## src/bae_pkg.sv

```systemverilog
package bae_pkg;

  localparam int DEPTH = 16;
  localparam int AW    = $clog2(DEPTH);
  localparam int CW    = $clog2(DEPTH + 1);
  // Comparison width: holds any count, index or capacity plus a small offset.
  localparam int CMPW  = ((CW > 5) ? CW : 5) + 1;
  localparam int DW    = 32;
  localparam int VW    = 36;

  typedef enum logic [3:0] {
    CMD_APPEND  = 4'd0,
    CMD_INSERT  = 4'd1,
    CMD_GET     = 4'd2,
    CMD_EDIT    = 4'd3,
    CMD_DELETE  = 4'd4,
    CMD_SWAP    = 4'd5,
    CMD_SORT    = 4'd6,
    CMD_MAX     = 4'd7,
    CMD_MIN     = 4'd8,
    CMD_SEARCH  = 4'd9,
    CMD_SUM     = 4'd10,
    CMD_ROTATE  = 4'd11,
    CMD_DEDUPE  = 4'd12,
    CMD_SECOND  = 4'd13,
    CMD_STATUS  = 4'd14
  } cmd_e;

  typedef enum logic [1:0] {
    ST_OK     = 2'd0,
    ST_BADIDX = 2'd1,
    ST_OVER   = 2'd2,
    ST_EMPTY  = 2'd3
  } st_e;

  typedef enum logic [4:0] {
    S_IDLE, S_EXEC, S_ROT_LD, S_SHUP_RD, S_SHUP_WR, S_PUT, S_SHDN_RD, S_SHDN_WR,
    S_RD_WAIT, S_SWP_WR1, S_SWP_WR2, S_SRT_RD, S_SRT_CMP, S_SRT_WR2, S_SRT_END,
    S_RED_RD, S_RED_AC, S_DD_RD, S_DD_CMP, S_DONE
  } state_e;

  typedef enum logic [1:0] {W_DATA, W_RDA, W_RDB, W_HOLD} wsel_e;
  typedef enum logic [2:0] {A_HOLD, A_CLR, A_LOAD, A_MAX, A_MIN, A_ADD} acc_e;
  typedef enum logic [1:0] {V_ZERO, V_NEG1, V_ACC} vsel_e;

  typedef struct packed {
    logic          lat;
    logic [AW-1:0] raddr_a;
    logic [AW-1:0] raddr_b;
    logic          we;
    logic [AW-1:0] waddr;
    wsel_e         wsel;
    logic          hold_ld;
    logic          cnt_we;
    logic [CW-1:0] cnt_val;
    acc_e          acc_op;
    logic          fnd_clr;
    logic          fnd_set;
    logic          emit;
    st_e           st;
    vsel_e         vsel;
  } ctl_t;

  typedef struct packed {
    logic [CW-1:0] count;
    logic          gt;
    logic          eq;
  } dps_t;

endpackage

```

## src/bae_ram.sv

```systemverilog
module bae_ram #(
  parameter int WIDTH = 32,
  parameter int DEPTH = 16
) (
  input  logic                     clk_i,
  input  logic                     we_i,
  input  logic [$clog2(DEPTH)-1:0] waddr_i,
  input  logic [WIDTH-1:0]         wdata_i,
  input  logic [$clog2(DEPTH)-1:0] raddr_a_i,
  input  logic [$clog2(DEPTH)-1:0] raddr_b_i,
  output logic [WIDTH-1:0]         rdata_a_o,
  output logic [WIDTH-1:0]         rdata_b_o
);

  logic [WIDTH-1:0] mem_q [DEPTH];

  always_ff @(posedge clk_i) begin
    if (we_i) begin
      mem_q[waddr_i] <= wdata_i;
    end
    rdata_a_o <= mem_q[raddr_a_i];
    rdata_b_o <= mem_q[raddr_b_i];
  end

endmodule

```

## src/bae_dpath.sv

```systemverilog
module bae_dpath import bae_pkg::*; (
  input  logic          clk_i,
  input  logic          rst_ni,
  input  logic [31:0]   data_in_i,
  input  ctl_t          ctl_i,
  output dps_t          dps_o,
  output logic [35:0]   value_o,
  output logic          found_o,
  output logic [1:0]    status_o,
  output logic [4:0]    fill_count_o,
  output logic          result_valid_o
);

  logic [DW-1:0] rda, rdb, wdata;
  logic [DW-1:0] data_q, hold_q;
  logic [CW-1:0] count_q;
  logic [VW-1:0] acc_q, acc_d, rda_x;
  logic          found_q, valid_q;
  logic [VW-1:0] value_q;
  logic [1:0]    status_q;
  logic [4:0]    fill_q;

  bae_ram #(.WIDTH(DW), .DEPTH(DEPTH)) u_ram (
    .clk_i     (clk_i),
    .we_i      (ctl_i.we),
    .waddr_i   (ctl_i.waddr),
    .wdata_i   (wdata),
    .raddr_a_i (ctl_i.raddr_a),
    .raddr_b_i (ctl_i.raddr_b),
    .rdata_a_o (rda),
    .rdata_b_o (rdb)
  );

  always_comb begin
    case (ctl_i.wsel)
      W_DATA:  wdata = data_q;
      W_RDA:   wdata = rda;
      W_RDB:   wdata = rdb;
      W_HOLD:  wdata = hold_q;
      default: wdata = data_q;
    endcase
  end

  assign rda_x = {{(VW-DW){rda[DW-1]}}, rda};

  always_comb begin
    case (ctl_i.acc_op)
      A_CLR:   acc_d = '0;
      A_LOAD:  acc_d = rda_x;
      A_MAX:   acc_d = ($signed(rda_x) > $signed(acc_q)) ? rda_x : acc_q;
      A_MIN:   acc_d = ($signed(rda_x) < $signed(acc_q)) ? rda_x : acc_q;
      A_ADD:   acc_d = acc_q + rda_x;
      default: acc_d = acc_q;
    endcase
  end

  assign dps_o.count = count_q;
  assign dps_o.gt    = $signed(rda) > $signed(rdb);
  assign dps_o.eq    = (rda == rdb);

  always_ff @(posedge clk_i) begin
    if (ctl_i.lat) begin
      data_q <= data_in_i;
    end
    if (ctl_i.hold_ld) begin
      hold_q <= rda;
    end
    acc_q <= acc_d;
  end

  always_ff @(posedge clk_i or negedge rst_ni) begin
    if (!rst_ni) begin
      count_q <= '0;
      found_q <= 1'b0;
      valid_q <= 1'b0;
    end else begin
      if (ctl_i.cnt_we) begin
        count_q <= ctl_i.cnt_val;
      end
      if (ctl_i.fnd_clr) begin
        found_q <= 1'b0;
      end else if (ctl_i.fnd_set && (rda == data_q)) begin
        found_q <= 1'b1;
      end
      valid_q <= ctl_i.emit;
    end
  end

  always_ff @(posedge clk_i) begin
    if (ctl_i.emit) begin
      case (ctl_i.vsel)
        V_NEG1:  value_q <= '1;
        V_ACC:   value_q <= acc_q;
        default: value_q <= '0;
      endcase
      status_q <= ctl_i.st;
      fill_q   <= 5'(count_q);
    end
  end

  assign value_o        = value_q;
  assign found_o        = found_q;
  assign status_o       = status_q;
  assign fill_count_o   = fill_q;
  assign result_valid_o = valid_q;

endmodule

```

## src/bae_ctrl.sv

```systemverilog
module bae_ctrl import bae_pkg::*; (
  input  logic        clk_i,
  input  logic        rst_ni,
  input  logic        start,
  output logic        busy,
  input  logic [3:0]  command_i,
  input  logic [4:0]  index_i,
  input  logic [4:0]  other_index_i,
  input  logic        cfg_we_i,
  input  logic [4:0]  cfg_data_i,
  input  dps_t        dps_i,
  output ctl_t        ctl_o
);

  state_e        state_q, state_d;
  cmd_e          cmd_q, cmd_d;
  logic [4:0]    idx_q, idx_d, oidx_q, oidx_d, cap_q;
  logic [CW-1:0] i_q, i_d, j_q, j_d, k_q, k_d, lo_q, lo_d;
  st_e           st_q, st_d;
  vsel_e         vsel_q, vsel_d;

  logic [CMPW-1:0] nn, ix, ox, iw, jw, kw, lw;
  logic full, ibad, igt, obad, nz, nlt2, del_more, srt_more, jlt, dd_wr;

  assign nn = CMPW'(dps_i.count);
  assign ix = CMPW'(idx_q);
  assign ox = CMPW'(oidx_q);
  assign iw = CMPW'(i_q);
  assign jw = CMPW'(j_q);
  assign kw = CMPW'(k_q);
  assign lw = CMPW'(lo_q);

  assign full     = (nn >= CMPW'(cap_q)) || (nn >= CMPW'(DEPTH));
  assign ibad     = ix >= nn;
  assign igt      = ix > nn;
  assign obad     = ox >= nn;
  assign nz       = (nn == '0);
  assign nlt2     = nn < CMPW'(2);
  assign del_more = (ix + CMPW'(1)) < nn;
  assign srt_more = ((jw + CMPW'(1)) < nn) || ((iw + CMPW'(2)) < nn);
  assign jlt      = jw < kw;
  assign dd_wr    = !jlt;

  assign busy = (state_q != S_IDLE);

  // Next state.
  always_comb begin
    state_d = state_q;
    case (state_q)
      S_IDLE: if (start) state_d = S_EXEC;
      S_EXEC: begin
        case (cmd_q)
          CMD_INSERT: begin
            if (igt || full) state_d = S_DONE;
            else if (nn > ix) state_d = S_SHUP_RD;
            else state_d = S_PUT;
          end
          CMD_GET:    state_d = ibad ? S_DONE : S_RD_WAIT;
          CMD_DELETE: state_d = (!ibad && del_more) ? S_SHDN_RD : S_DONE;
          CMD_SWAP:   state_d = (ibad || obad) ? S_DONE : S_SWP_WR1;
          CMD_SORT, CMD_SECOND: state_d = nlt2 ? S_SRT_END : S_SRT_RD;
          CMD_MAX, CMD_MIN, CMD_SUM, CMD_SEARCH: state_d = nz ? S_DONE : S_RED_RD;
          CMD_ROTATE: state_d = nz ? S_DONE : S_ROT_LD;
          CMD_DEDUPE: state_d = nz ? S_DONE : S_DD_RD;
          default:    state_d = S_DONE;
        endcase
      end
      S_ROT_LD:  state_d = (nn > CMPW'(1)) ? S_SHUP_RD : S_PUT;
      S_SHUP_RD: state_d = S_SHUP_WR;
      S_SHUP_WR: state_d = ((iw - CMPW'(1)) > lw) ? S_SHUP_RD : S_PUT;
      S_PUT:     state_d = S_DONE;
      S_SHDN_RD: state_d = S_SHDN_WR;
      S_SHDN_WR: state_d = ((iw + CMPW'(2)) < nn) ? S_SHDN_RD : S_DONE;
      S_RD_WAIT: state_d = S_DONE;
      S_SWP_WR1: state_d = S_SWP_WR2;
      S_SWP_WR2: state_d = S_DONE;
      S_SRT_RD:  state_d = S_SRT_CMP;
      S_SRT_CMP: begin
        if (dps_i.gt) state_d = S_SRT_WR2;
        else state_d = srt_more ? S_SRT_RD : S_SRT_END;
      end
      S_SRT_WR2: state_d = srt_more ? S_SRT_RD : S_SRT_END;
      S_SRT_END: state_d = (cmd_q == CMD_SECOND && !nlt2) ? S_RD_WAIT : S_DONE;
      S_RED_RD:  state_d = S_RED_AC;
      S_RED_AC:  state_d = ((iw + CMPW'(1)) < nn) ? S_RED_RD : S_DONE;
      S_DD_RD:   state_d = S_DD_CMP;
      S_DD_CMP: begin
        if (jlt && !dps_i.eq) state_d = S_DD_RD;
        else state_d = ((iw + CMPW'(1)) < nn) ? S_DD_RD : S_DONE;
      end
      S_DONE:    state_d = S_IDLE;
      default:   state_d = S_IDLE;
    endcase
  end

  // Loop counters and the latched request.
  always_comb begin
    cmd_d  = cmd_q;
    idx_d  = idx_q;
    oidx_d = oidx_q;
    i_d    = i_q;
    j_d    = j_q;
    k_d    = k_q;
    lo_d   = lo_q;
    st_d   = st_q;
    vsel_d = vsel_q;
    case (state_q)
      S_IDLE: begin
        if (start) begin
          cmd_d  = cmd_e'(command_i);
          idx_d  = index_i;
          oidx_d = other_index_i;
          st_d   = ST_OK;
          vsel_d = V_ZERO;
        end
      end
      S_EXEC: begin
        i_d = '0;
        j_d = CW'(1);
        k_d = '0;
        case (cmd_q)
          CMD_APPEND: if (full) st_d = ST_OVER;
          CMD_INSERT: begin
            if (igt) st_d = ST_BADIDX;
            else if (full) st_d = ST_OVER;
            i_d  = dps_i.count;
            lo_d = CW'(idx_q);
          end
          CMD_GET: begin
            if (ibad) begin
              st_d   = ST_BADIDX;
              vsel_d = V_NEG1;
            end else begin
              vsel_d = V_ACC;
            end
          end
          CMD_EDIT:   if (ibad) st_d = ST_BADIDX;
          CMD_DELETE: begin
            if (ibad) st_d = ST_BADIDX;
            i_d = CW'(idx_q);
          end
          CMD_SWAP:   if (ibad || obad) st_d = ST_BADIDX;
          CMD_MAX, CMD_MIN, CMD_SUM: begin
            if (nz) st_d = ST_EMPTY;
            else vsel_d = V_ACC;
          end
          CMD_ROTATE: begin
            if (nz) st_d = ST_EMPTY;
            lo_d = '0;
          end
          CMD_DEDUPE: j_d = '0;
          default: ;
        endcase
      end
      S_ROT_LD:  i_d = dps_i.count - CW'(1);
      S_SHUP_WR: i_d = i_q - CW'(1);
      S_SHDN_WR: i_d = i_q + CW'(1);
      S_RED_AC:  i_d = i_q + CW'(1);
      S_SRT_CMP, S_SRT_WR2: begin
        if (state_q == S_SRT_WR2 || !dps_i.gt) begin
          if ((jw + CMPW'(1)) < nn) begin
            j_d = j_q + CW'(1);
          end else begin
            i_d = i_q + CW'(1);
            j_d = i_q + CW'(2);
          end
        end
      end
      S_SRT_END: begin
        if (cmd_q == CMD_SECOND) begin
          if (nlt2) st_d = ST_EMPTY;
          else vsel_d = V_ACC;
        end
      end
      S_DD_CMP: begin
        if (jlt && !dps_i.eq) begin
          j_d = j_q + CW'(1);
        end else begin
          i_d = i_q + CW'(1);
          j_d = '0;
          if (dd_wr) k_d = k_q + CW'(1);
        end
      end
      default: ;
    endcase
  end

  // Commands to the datapath.
  always_comb begin
    ctl_o         = '0;
    ctl_o.wsel    = W_DATA;
    ctl_o.acc_op  = A_HOLD;
    ctl_o.st      = st_q;
    ctl_o.vsel    = vsel_q;
    case (state_q)
      S_IDLE: ctl_o.lat = start;
      S_EXEC: begin
        ctl_o.fnd_clr = 1'b1;
        ctl_o.acc_op  = A_CLR;
        case (cmd_q)
          CMD_APPEND: begin
            if (!full) begin
              ctl_o.we      = 1'b1;
              ctl_o.waddr   = AW'(dps_i.count);
              ctl_o.cnt_we  = 1'b1;
              ctl_o.cnt_val = dps_i.count + CW'(1);
            end
          end
          CMD_GET:  ctl_o.raddr_a = AW'(idx_q);
          CMD_EDIT: begin
            ctl_o.we    = !ibad;
            ctl_o.waddr = AW'(idx_q);
          end
          CMD_DELETE: begin
            if (!ibad && !del_more) begin
              ctl_o.cnt_we  = 1'b1;
              ctl_o.cnt_val = dps_i.count - CW'(1);
            end
          end
          CMD_SWAP: begin
            ctl_o.raddr_a = AW'(idx_q);
            ctl_o.raddr_b = AW'(oidx_q);
          end
          CMD_ROTATE: ctl_o.raddr_a = AW'(dps_i.count - CW'(1));
          default: ;
        endcase
      end
      S_ROT_LD:  ctl_o.hold_ld = 1'b1;
      S_SHUP_RD: ctl_o.raddr_a = AW'(i_q - CW'(1));
      S_SHUP_WR: begin
        ctl_o.we    = 1'b1;
        ctl_o.waddr = AW'(i_q);
        ctl_o.wsel  = W_RDA;
      end
      S_PUT: begin
        ctl_o.we    = 1'b1;
        ctl_o.waddr = AW'(lo_q);
        ctl_o.wsel  = (cmd_q == CMD_ROTATE) ? W_HOLD : W_DATA;
        if (cmd_q == CMD_INSERT) begin
          ctl_o.cnt_we  = 1'b1;
          ctl_o.cnt_val = dps_i.count + CW'(1);
        end
      end
      S_SHDN_RD: ctl_o.raddr_a = AW'(i_q + CW'(1));
      S_SHDN_WR: begin
        ctl_o.we    = 1'b1;
        ctl_o.waddr = AW'(i_q);
        ctl_o.wsel  = W_RDA;
        if (!((iw + CMPW'(2)) < nn)) begin
          ctl_o.cnt_we  = 1'b1;
          ctl_o.cnt_val = dps_i.count - CW'(1);
        end
      end
      S_RD_WAIT: ctl_o.acc_op = A_LOAD;
      S_SWP_WR1: begin
        ctl_o.hold_ld = 1'b1;
        ctl_o.we      = 1'b1;
        ctl_o.waddr   = AW'(idx_q);
        ctl_o.wsel    = W_RDB;
      end
      S_SWP_WR2: begin
        ctl_o.we    = 1'b1;
        ctl_o.waddr = AW'(oidx_q);
        ctl_o.wsel  = W_HOLD;
      end
      S_SRT_RD, S_DD_RD: begin
        ctl_o.raddr_a = AW'(i_q);
        ctl_o.raddr_b = AW'(j_q);
      end
      S_SRT_CMP: begin
        ctl_o.hold_ld = dps_i.gt;
        ctl_o.we      = dps_i.gt;
        ctl_o.waddr   = AW'(i_q);
        ctl_o.wsel    = W_RDB;
      end
      S_SRT_WR2: begin
        ctl_o.we    = 1'b1;
        ctl_o.waddr = AW'(j_q);
        ctl_o.wsel  = W_HOLD;
      end
      S_SRT_END: ctl_o.raddr_a = AW'(dps_i.count - CW'(2));
      S_RED_RD:  ctl_o.raddr_a = AW'(i_q);
      S_RED_AC: begin
        case (cmd_q)
          CMD_SEARCH: ctl_o.fnd_set = 1'b1;
          CMD_MAX:    ctl_o.acc_op  = (i_q == '0) ? A_LOAD : A_MAX;
          CMD_MIN:    ctl_o.acc_op  = (i_q == '0) ? A_LOAD : A_MIN;
          CMD_SUM:    ctl_o.acc_op  = A_ADD;
          default: ;
        endcase
      end
      S_DD_CMP: begin
        ctl_o.we    = dd_wr;
        ctl_o.waddr = AW'(k_q);
        ctl_o.wsel  = W_RDA;
        // The last element of the pass fixes the new fill count.
        if (!(jlt && !dps_i.eq) && !((iw + CMPW'(1)) < nn)) begin
          ctl_o.cnt_we  = 1'b1;
          ctl_o.cnt_val = dd_wr ? (k_q + CW'(1)) : k_q;
        end
      end
      S_DONE: ctl_o.emit = 1'b1;
      default: ;
    endcase
  end

  always_ff @(posedge clk_i or negedge rst_ni) begin
    if (!rst_ni) begin
      state_q <= S_IDLE;
      cap_q   <= 5'd16;
      cmd_q   <= CMD_STATUS;
      st_q    <= ST_OK;
      vsel_q  <= V_ZERO;
    end else begin
      state_q <= state_d;
      cmd_q   <= cmd_d;
      st_q    <= st_d;
      vsel_q  <= vsel_d;
      if (cfg_we_i) begin
        cap_q <= cfg_data_i;
      end
    end
  end

  always_ff @(posedge clk_i) begin
    idx_q  <= idx_d;
    oidx_q <= oidx_d;
    i_q    <= i_d;
    j_q    <= j_d;
    k_q    <= k_d;
    lo_q   <= lo_d;
  end

endmodule

```

## src/bounded_array_engine_core.sv

```systemverilog
// One request at a time; the single-port-write store and its loop counter set the pace.
// A result shows for one cycle on result_valid_o and cannot be stalled.
// Asynchronous active-low reset empties the store and sets capacity to 16.
module bounded_array_engine_core import bae_pkg::*; (
  input  logic        clk_i,
  input  logic        rst_ni,
  input  logic        start,
  output logic        busy,
  input  logic [3:0]  command_i,
  input  logic [4:0]  index_i,
  input  logic [4:0]  other_index_i,
  input  logic [31:0] data_in_i,
  input  logic        cfg_we_i,
  input  logic [4:0]  cfg_data_i,
  output logic [35:0] value_o,
  output logic        found_o,
  output logic [1:0]  status_o,
  output logic [4:0]  fill_count_o,
  output logic        result_valid_o
);

  ctl_t ctl;
  dps_t dps;

  bae_ctrl u_ctrl (
    .clk_i         (clk_i),
    .rst_ni        (rst_ni),
    .start         (start),
    .busy          (busy),
    .command_i     (command_i),
    .index_i       (index_i),
    .other_index_i (other_index_i),
    .cfg_we_i      (cfg_we_i),
    .cfg_data_i    (cfg_data_i),
    .dps_i         (dps),
    .ctl_o         (ctl)
  );

  bae_dpath u_dpath (
    .clk_i          (clk_i),
    .rst_ni         (rst_ni),
    .data_in_i      (data_in_i),
    .ctl_i          (ctl),
    .dps_o          (dps),
    .value_o        (value_o),
    .found_o        (found_o),
    .status_o       (status_o),
    .fill_count_o   (fill_count_o),
    .result_valid_o (result_valid_o)
  );

`ifndef SYNTHESIS
  a_count_bound: assert property (@(posedge clk_i) disable iff (!rst_ni)
    32'(dps.count) <= DEPTH) else $error("fill count above depth");
  a_single_result: assert property (@(posedge clk_i) disable iff (!rst_ni)
    result_valid_o |=> !result_valid_o) else $error("back-to-back results");
  a_accept_busy: assert property (@(posedge clk_i) disable iff (!rst_ni)
    (start && !busy) |=> busy) else $error("request not taken");
  a_emit_idle: assert property (@(posedge clk_i) disable iff (!rst_ni)
    ctl.emit |=> !busy && result_valid_o) else $error("result without idle");
`endif

endmodule

```

## config.mk

```make
export PLATFORM = sky130hd
export DESIGN_NAME = bounded_array_engine_core
export DESIGN_NICKNAME = d
export VERILOG_FILES = /design/src/bae_pkg.sv /design/src/bae_ram.sv /design/src/bae_dpath.sv /design/src/bae_ctrl.sv /design/src/bounded_array_engine_core.sv
export SDC_FILE = /design/constraint.sdc
export NUM_CORES = 2
export LEC_CHECK = 0
export ABC_AREA = 1
export BUFFER_PORTS_ARGS = -buffer_cell sky130_fd_sc_hd__clkbuf_2
export CAP_MARGIN = 20
export CORE_ASPECT_RATIO = 0.8
export CORE_UTILIZATION = 40
export CTS_CLUSTER_SIZE = 24
export DETAILED_ROUTE_END_ITERATION = 8
export REMOVE_ABC_BUFFERS = 1
export SETUP_SLACK_MARGIN = 0.5
export SLEW_MARGIN = 20
export SYNTH_ARGS = -nofsm -noshare
export SYNTH_HDL_FRONTEND = slang
export SYNTH_SLANG_ARGS = --single-unit
```

## constraint.sdc

```tcl
create_clock -name clk_i -period 8.3 [get_ports clk_i]
set_input_delay 0.415 -clock clk_i [delete_from_list [all_inputs] [get_ports clk_i]]
set_output_delay 0.415 -clock clk_i [all_outputs]
set_load 0.1 [all_outputs]
```

# ---- After elaboration in Yosys (flattened, before gate mapping)
# Memory sizes are Yosys's and may differ from the RTL's. A register that Yosys moved wholly into a read port is not among the register bits.
# Cells that the tools add are included.
dict set report word_totals {
  ramBits 512
  memories 1
  register_bits 198
}
dict set report op_classes {
  addsub 14
  magnitude_cmp 17
  n_reduce_logical 56
  n_eq_ne 59
  mux 86
}
# name words word_bits rd rd_ports_with_merged_regs wr line_no
set memory_table {}
lappend memory_table {u_dpath.u_ram.mem_q 16 32 2 2 1 bae_ram.sv:15} ;# logic [WIDTH-1:0] mem_q [DEPTH];
# operator count
set op_table {}
lappend op_table {{one-hot mux 36 bit (5 select lines)} 1}
lappend op_table {{one-hot mux 32 bit (4 select lines)} 1}
lappend op_table {{two-way mux 5 bit} 21}
lappend op_table {{one-hot mux 5 bit (17 select lines)} 1}
lappend op_table {{one-hot mux 5 bit (8 select lines)} 2}
lappend op_table {{two-way mux 36 bit} 2}
lappend op_table {{one-hot mux 36 bit (2 select lines)} 1}
lappend op_table {{equality test 32 bit} 2}
lappend op_table {{equality test 5 x 4 -> 1 bit, second input constant} 8}
lappend op_table {{one-hot mux 5 bit (2 select lines)} 4}
lappend op_table {{adder 36 bit} 1}
lappend op_table {{> comparator 32 x 36 -> 1 bit} 1}
lappend op_table {{less-than comparator 32 x 36 -> 1 bit} 1}
lappend op_table {{> comparator 32 bit} 1}
lappend op_table {{two-way mux 2 bit} 15}
lappend op_table {{two-way mux 6 bit} 5}
lappend op_table {{one-hot mux 5 bit (6 select lines)} 1}
lappend op_table {{equality test 4 bit, second input constant} 6}
lappend op_table {{less-than comparator 6 x 5 -> 1 bit} 4}
lappend op_table {{one-hot mux 6 bit (4 select lines)} 1}
lappend op_table {{adder 5 x 1 -> 5 bit, second input constant} 4}
lappend op_table {{equality test 5 x 3 -> 1 bit, second input constant} 4}
lappend op_table {{equality test 5 bit, second input constant} 4}
lappend op_table {{one-hot mux 4 bit (5 select lines)} 1}
lappend op_table {{other kinds (59)} 140}

# ---- Logic depth before layout (Yosys ltp)
dict set report logic_depth {
  ltp_word 7
  ltp_mapped 18
  mapped_depth_nobuf 18
}

# ---- By module
# Synthesis repeated with hierarchy kept, for this count alone.
dict set report hier_totals {
  hier_cells 5414
  hier_area_um2 44587.8
}
# module instances cells_per_inst seq_area_each_um2 area_each_um2
set modules_own_cells {}
lappend modules_own_cells {bae_ram 1 3317 16656.0 28673.8}
lappend modules_own_cells {bae_dpath 1 1329 4469.3 10721.5}
lappend modules_own_cells {bae_ctrl 1 768 1356.3 5192.5}

# ---- Worst setup path after synthesis
# No wires, ideal clock.
dict set report synth_path {
  kind {reg-to-reg}
  from {register u_ctrl.state_q[1]}
  to {register u_dpath.fill_q[0] (netlist: u_dpath.fill_count_o[0]) (enable)}
  arrival_time_ns 4.699
  path_slack_ns 3.048
  n_path_buf 0
  stages_incl_launch_ff 3
  path_cell_list {dfrtp_1 -> nand2_1 -> nor4_1}
}
# item line_no
set synth_lines {}
lappend synth_lines {{start, declared} bae_ctrl.sv:15} ;# state_e state_q, state_d;
lappend synth_lines {{start signal, assigned} bae_ctrl.sv:315} ;# state_q <= state_d;
lappend synth_lines {{end signal, assigned} bae_dpath.sv:97} ;# fill_q <= 5'(count_q);
lappend synth_lines {{end, declared} bae_dpath.sv:21} ;# logic [4:0] fill_q;

# ---- Final worst setup path
dict set report layout_path {
  from {register u_dpath.u_ram.rdata_a_o[23], read port of u_dpath.u_ram.mem_q}
  to {memory u_dpath.u_ram.mem_q[15][14] (enable)}
}
dict set report layout_between {
  elab_chain_cells 4
}
# item line_no
set layout_lines {}
lappend layout_lines {{start, declared} bae_ram.sv:11} ;# output logic [WIDTH-1:0] rdata_a_o,
lappend layout_lines {{> comparator 32 bit} bae_dpath.sv:58} ;# assign dps_o.gt = $signed(rda) > $signed(rdb);
lappend layout_lines {{one-hot mux 5 bit (8 select lines)} bae_ctrl.sv:195} ;# case (state_q)
lappend layout_lines {{two-way mux 1 bit} bae_ram.sv:18} ;# if (we_i) begin
lappend layout_lines {{two-way mux 1 bit (implied by the code)} bae_ram.sv:19} ;# mem_q[waddr_i] <= wdata_i;
lappend layout_lines {{end, declared} bae_ram.sv:15}
# Every way passes these cells.

==> flow_metrics.py <==
metrics = {
    "floorplan": {
        "die_w_um": 371,
        "rows": 107,
        "initial_core_util": 0.406,
        "ioPinCount": 101,
        "die_y_um": 297,
        "die-area_sq_um": 110000,
        "core_area_sq_um": 107000,
    },
    "route": {
        "wire_per_inst_um": 21.2,
        "wl_mm": 140,
        "dr.pass1.iters": 6,
        "drtAntennaViolNets": 0,
        "vias": 36525,
        "drc": 0,
        "first_iter_violations": 4262,
        "vias_per_cell": 5.51,
    },
    "logic_synthesis": {
        "synth_enable_flop_cells": 685,
        "synthesis.area_sq_um": 43500,
        "syn_inst": 5090,
        "ys_types": 54,
        "synth_top_family_by_area": "simple AND/OR/NAND/NOR gates",
        "syn_area_per_cell_sq_um": 8.55,
        "synthXorXnorAreaFrac": 0.0105,
        "yosys_warnings": 0,
        "synth_mux_area_frac": 0.000259,
        "ys_seq_area_frac": 0.516,
        "ys_ff_latch": 774,
        "synth_compound_area_frac": 0.111,
        "synthSimpleGateAreaFrac": 0.217,
        "synthAdderAreaFrac": 0.0465,
        "ys.flop_type": "edfxtp_1",
        "synthArstFlopShare": 0.0323,
    },
    "critical_path": {
        "path_buf_inv": 1,
        "cp-start-kind": "flip-flop",
        "cpMostUsedCell": "nand2_1",
        "cp-startpoint": "u_dpath.u_ram.rdata_a_o[23]$_DFF_P_",
        "r2r-start": "u_dpath.u_ram.rdata_a_o[23]$_DFF_P_",
        "end_kind": "flip-flop",
        "path_depth": 12,
        "worstPathMaxFanout": 17,
        "crit_arrival_ns": 4.92,
        "cp_top_family": "simple AND/OR/NAND/NOR gates",
        "ff2ff_setup_slack_ns": 3.72,
        "critical_path_class": "flip-flop to flip-flop",
        "path_cells": "ha_1 > nand2_1 > nor2_1 > nand4_1 > nor3_1 > nand2_1 > nand3_1 > nand4_1 > nand2_1 > nand2_1 > nor2_4 > buf_4",
        "required_ns": 8.64,
        "rr_worst_depth": 12,
        "cp_slowest_cell": "nor2_4",
        "r2r-end": "u_dpath.u_ram.mem_q[15][14]$_DFFE_PP_",
        "cpPeakStageDelay_ns": 0.81,
        "crit_end": "u_dpath.u_ram.mem_q[15][14]$_DFFE_PP_",
    },
    "placement": {
        "place_hpwl_mm": 88.3,
        "io_buffers": 100,
        "globalplace.congestion": 0.981,
    },
    "power_and_ir_drop": {
        "p_comb_frac": 0.479,
        "ir_worst_vdd_mv": 0.432,
        "power_frac_seq": 0.315,
        "p_sw_frac": 0.461,
        "clkPwrFrac": 0.206,
        "p_leak_nw": 20.3,
        "p_per_area_nw_per_um2": 395,
        "p_int_w": 0.0104,
        "finalPower_w": 0.0193,
        "p_sw_w": 0.00890,
    },
    "sta": {
        "finClkSkew_ns": 0.0299,
        "rsz0062_at_grt": "false",
        "slew_viol_final": 0,
        "min_period_over_period": 0.552,
        "finalHoldViolCount": 0,
        "fin_hold_ws_ns": 0.0526,
        "period_needed_ns": 4.58,
        "relSlewSlack": 0.201,
        "fmax_mhz": 218,
        "setup_viol": 0,
        "tightest_slew_ns": 1.20,
    },
    "run": {
        "maxCapViolCount": 0,
    },
    "layout": {
        "synthToLayoutAreaGrowth_pct": 12.2,
        "fin_util": 0.456,
        "diodes": 0,
        "nNetsFinal": 5365,
        "drive_above_1_share": 0.0732,
    },
    "clocking": {
        "cts_tree": "yes",
        "post-cts-setup-buffer-count": 0,
        "clk_path_buf_depth": 3,
        "htree_levels": 3,
        "post_cts_resized": 0,
        "cts.root.buffer_cell": "clkbuf_16",
        "cts_sinks": 774,
        "clkLatencyLatePin_ns": 0.70,
        "hold_buffers": 54,
        "cts-buffers-inserted": 83,
        "cts.clk_slew.worst_paths_ns": 0.06,
    },
    "global_route": {
        "grt_max_degree": 206,
        "grt_overflow": 0,
        "antenna_found_initial": 0,
        "grt_first_pass_wirelength_mm": 212,
        "grt_use_total": 0.252,
        "grt_pass1_vias": 34177,
    },
    "worst_hold_path": {
        "holdCritPathClass": "primary input to flip-flop",
    },
    "outcome": {
        "status": "completed",
    },
}
## cell usage in the layout (no fill, tap or decap), drive strengths merged, types with 2 or more instances in the layout
cell            n
nand2        1255
inv           784
edfxtp        685
nand3         668
o21ai         319
a21oi         283
nor2          219
clkbuf        211
ha            160
o211ai        139
buf            68
dfxtp          64
dlygate4sd3    54
xor2           46
nand4          39
o2111ai        35
nor3           29
clkinv         26
dfrtp          21
o22ai          15
o21bai         13
bufinv         12
nor4           11
xnor2           6
a21boi          6
o21a            6
or2             6
a21o            5
a22oi           4
dfstp           4
nand3b          3
o31ai           2
a31oi           2
o221ai          2
a221oi          2
nor3b           2
## worst register-to-register path, stage by stage, from the launching register on
cell and delay, ns:
dfxtp_1 0.44, ha_1 0.37, nand2_1 0.07, nor2_1 0.29
nand4_1 0.38, nor3_1 0.24, nand2_1 0.10, nand3_1 0.11
nand4_1 0.39, nand2_1 0.28, nand2_1 0.28, nor2_4 0.82
buf_4 0.45
## cell families after synthesis
kind of cell | count (synthesis)
fa+ha+maj | 161
buf+inv | 1030
flops | 774
mux | 1
compound gates | 838
simple gates | 2234
xor+xnor | 52
## per-layer routing
layer  up-vias  track usage  part of all wire
li1      17251            -                 -
met1     17311        0.368              0.45
met2      1705        0.374              0.43
met3       258       0.0470             0.091
met4         0       0.0872             0.032
met5         -            0                 0
## Yosys cell counts (all sizes together) (5+ instances only)
cell type / number / area (sq um)
nand2: 1255 / 4720
inv: 779 / 2920
edfxtp: 685 / 20600
nand3: 668 / 3350
o21ai: 319 / 1600
a21oi: 283 / 1420
nor2: 219 / 847
buf: 200 / 1160
ha: 160 / 2000
o211ai: 139 / 1040
dfxtp: 64 / 1280
clkbuf: 48 / 180
xor2: 46 / 403
nand4: 39 / 244
o2111ai: 35 / 307
nor3: 29 / 145
dfrtp: 21 / 526
o22ai: 15 / 93.8
o21bai: 13 / 97.6
nor4: 11 / 68.8
a21boi: 6 / 45.0
o21a: 6 / 45.0
or2: 6 / 37.5
xnor2: 6 / 52.6
a21o: 5 / 37.5
## power by group through the flow
| stage | Combinational, W | Sequential [W] | Clock (W) |
|---|---|---|---|
| CTS | 0.00906 | 0.00608 | 0.00402 |
| floorplan | 0.00611 | 0.00609 | 0 |
| global placement | 0.00889 | 0.00615 | 0 |
| finish | 0.00925 | 0.00609 | 0.00397 |
| global route | 0.0102 | 0.00614 | 0.00416 |
| detailed placement | 0.00900 | 0.00615 | 0 |
## layout make-up
| type | instances | area, sq um |
|---|---|---|
| clock buffer | 111 | 2280 |
| clock inverter | 41 | 588 |
| fill | 10377 | 58300 |
| inverter | 782 | 2940 |
| multi-input combinational | 3286 | 17100 |
| sequential | 774 | 22500 |
| tap | 1417 | 1770 |
| timing repair buffer | 222 | 1680 |
## worst min path at each step
stage | startpoint | to | slack [ns] | depth (start not counted)
2_1_floorplan | rst_ni | u_ctrl.cap_q[0]$_DFFE_PN0P_ | 0.12 | 0
3_3_place_gp | u_ctrl.st_q[0]$_DFFE_PN0P_ | u_dpath.status_o[0]$_DFFE_PP_ | 0.45 | 0
3_5_place_dp | u_ctrl.st_q[0]$_DFFE_PN0P_ | u_dpath.status_o[0]$_DFFE_PP_ | 0.45 | 0
4_1_cts | cfg_we_i | u_ctrl.cap_q[2]$_DFFE_PN0P_ | 0.01 | 2
5_1_grt | start | u_ctrl.state_q[0]$_DFFE_PN0N_ | 0.07 | 3
6_report | cfg_we_i | u_ctrl.cap_q[1]$_DFFE_PN0P_ | 0.05 | 2
## through the flow
stage / cell area, sq um / setup TNS (ns) / cells / setup WS (ns)
5_1_grt: 48800 / 0 / 6633 / 3.44
3_5_place_dp: 45300 / 0 / 6425 / 3.79
4_1_cts: 48700 / 0 / 6631 / 3.76
6_report: 48800 / 0 / 6633 / 3.72
3_3_place_gp: 45200 / 0 / 6420 / 3.88
2_1_floorplan: 42200 / -107.52 / 4842 / -2.06
## flip-flops by register name (all words and copies together) (netlist names), 4 cells and up
signal and flops:
u_ctrl.i_q 5, u_ctrl.idx_q 5, u_ctrl.j_q 5, u_dpath.u_ram.rdata_b_o 32, u_ctrl.state_q 5, u_dpath.value_o 36, u_dpath.u_ram.mem_q 512, u_ctrl.oidx_q 5
u_dpath.acc_q 36, u_dpath.fill_count_o 5, u_ctrl.cap_q 5, u_ctrl.cmd_q 4, u_dpath.hold_q 32, u_dpath.count_q 5, u_dpath.data_q 32, u_ctrl.k_q 5
u_ctrl.lo_q 5, u_dpath.u_ram.rdata_a_o 32
(Power assumes the default switching activity.)
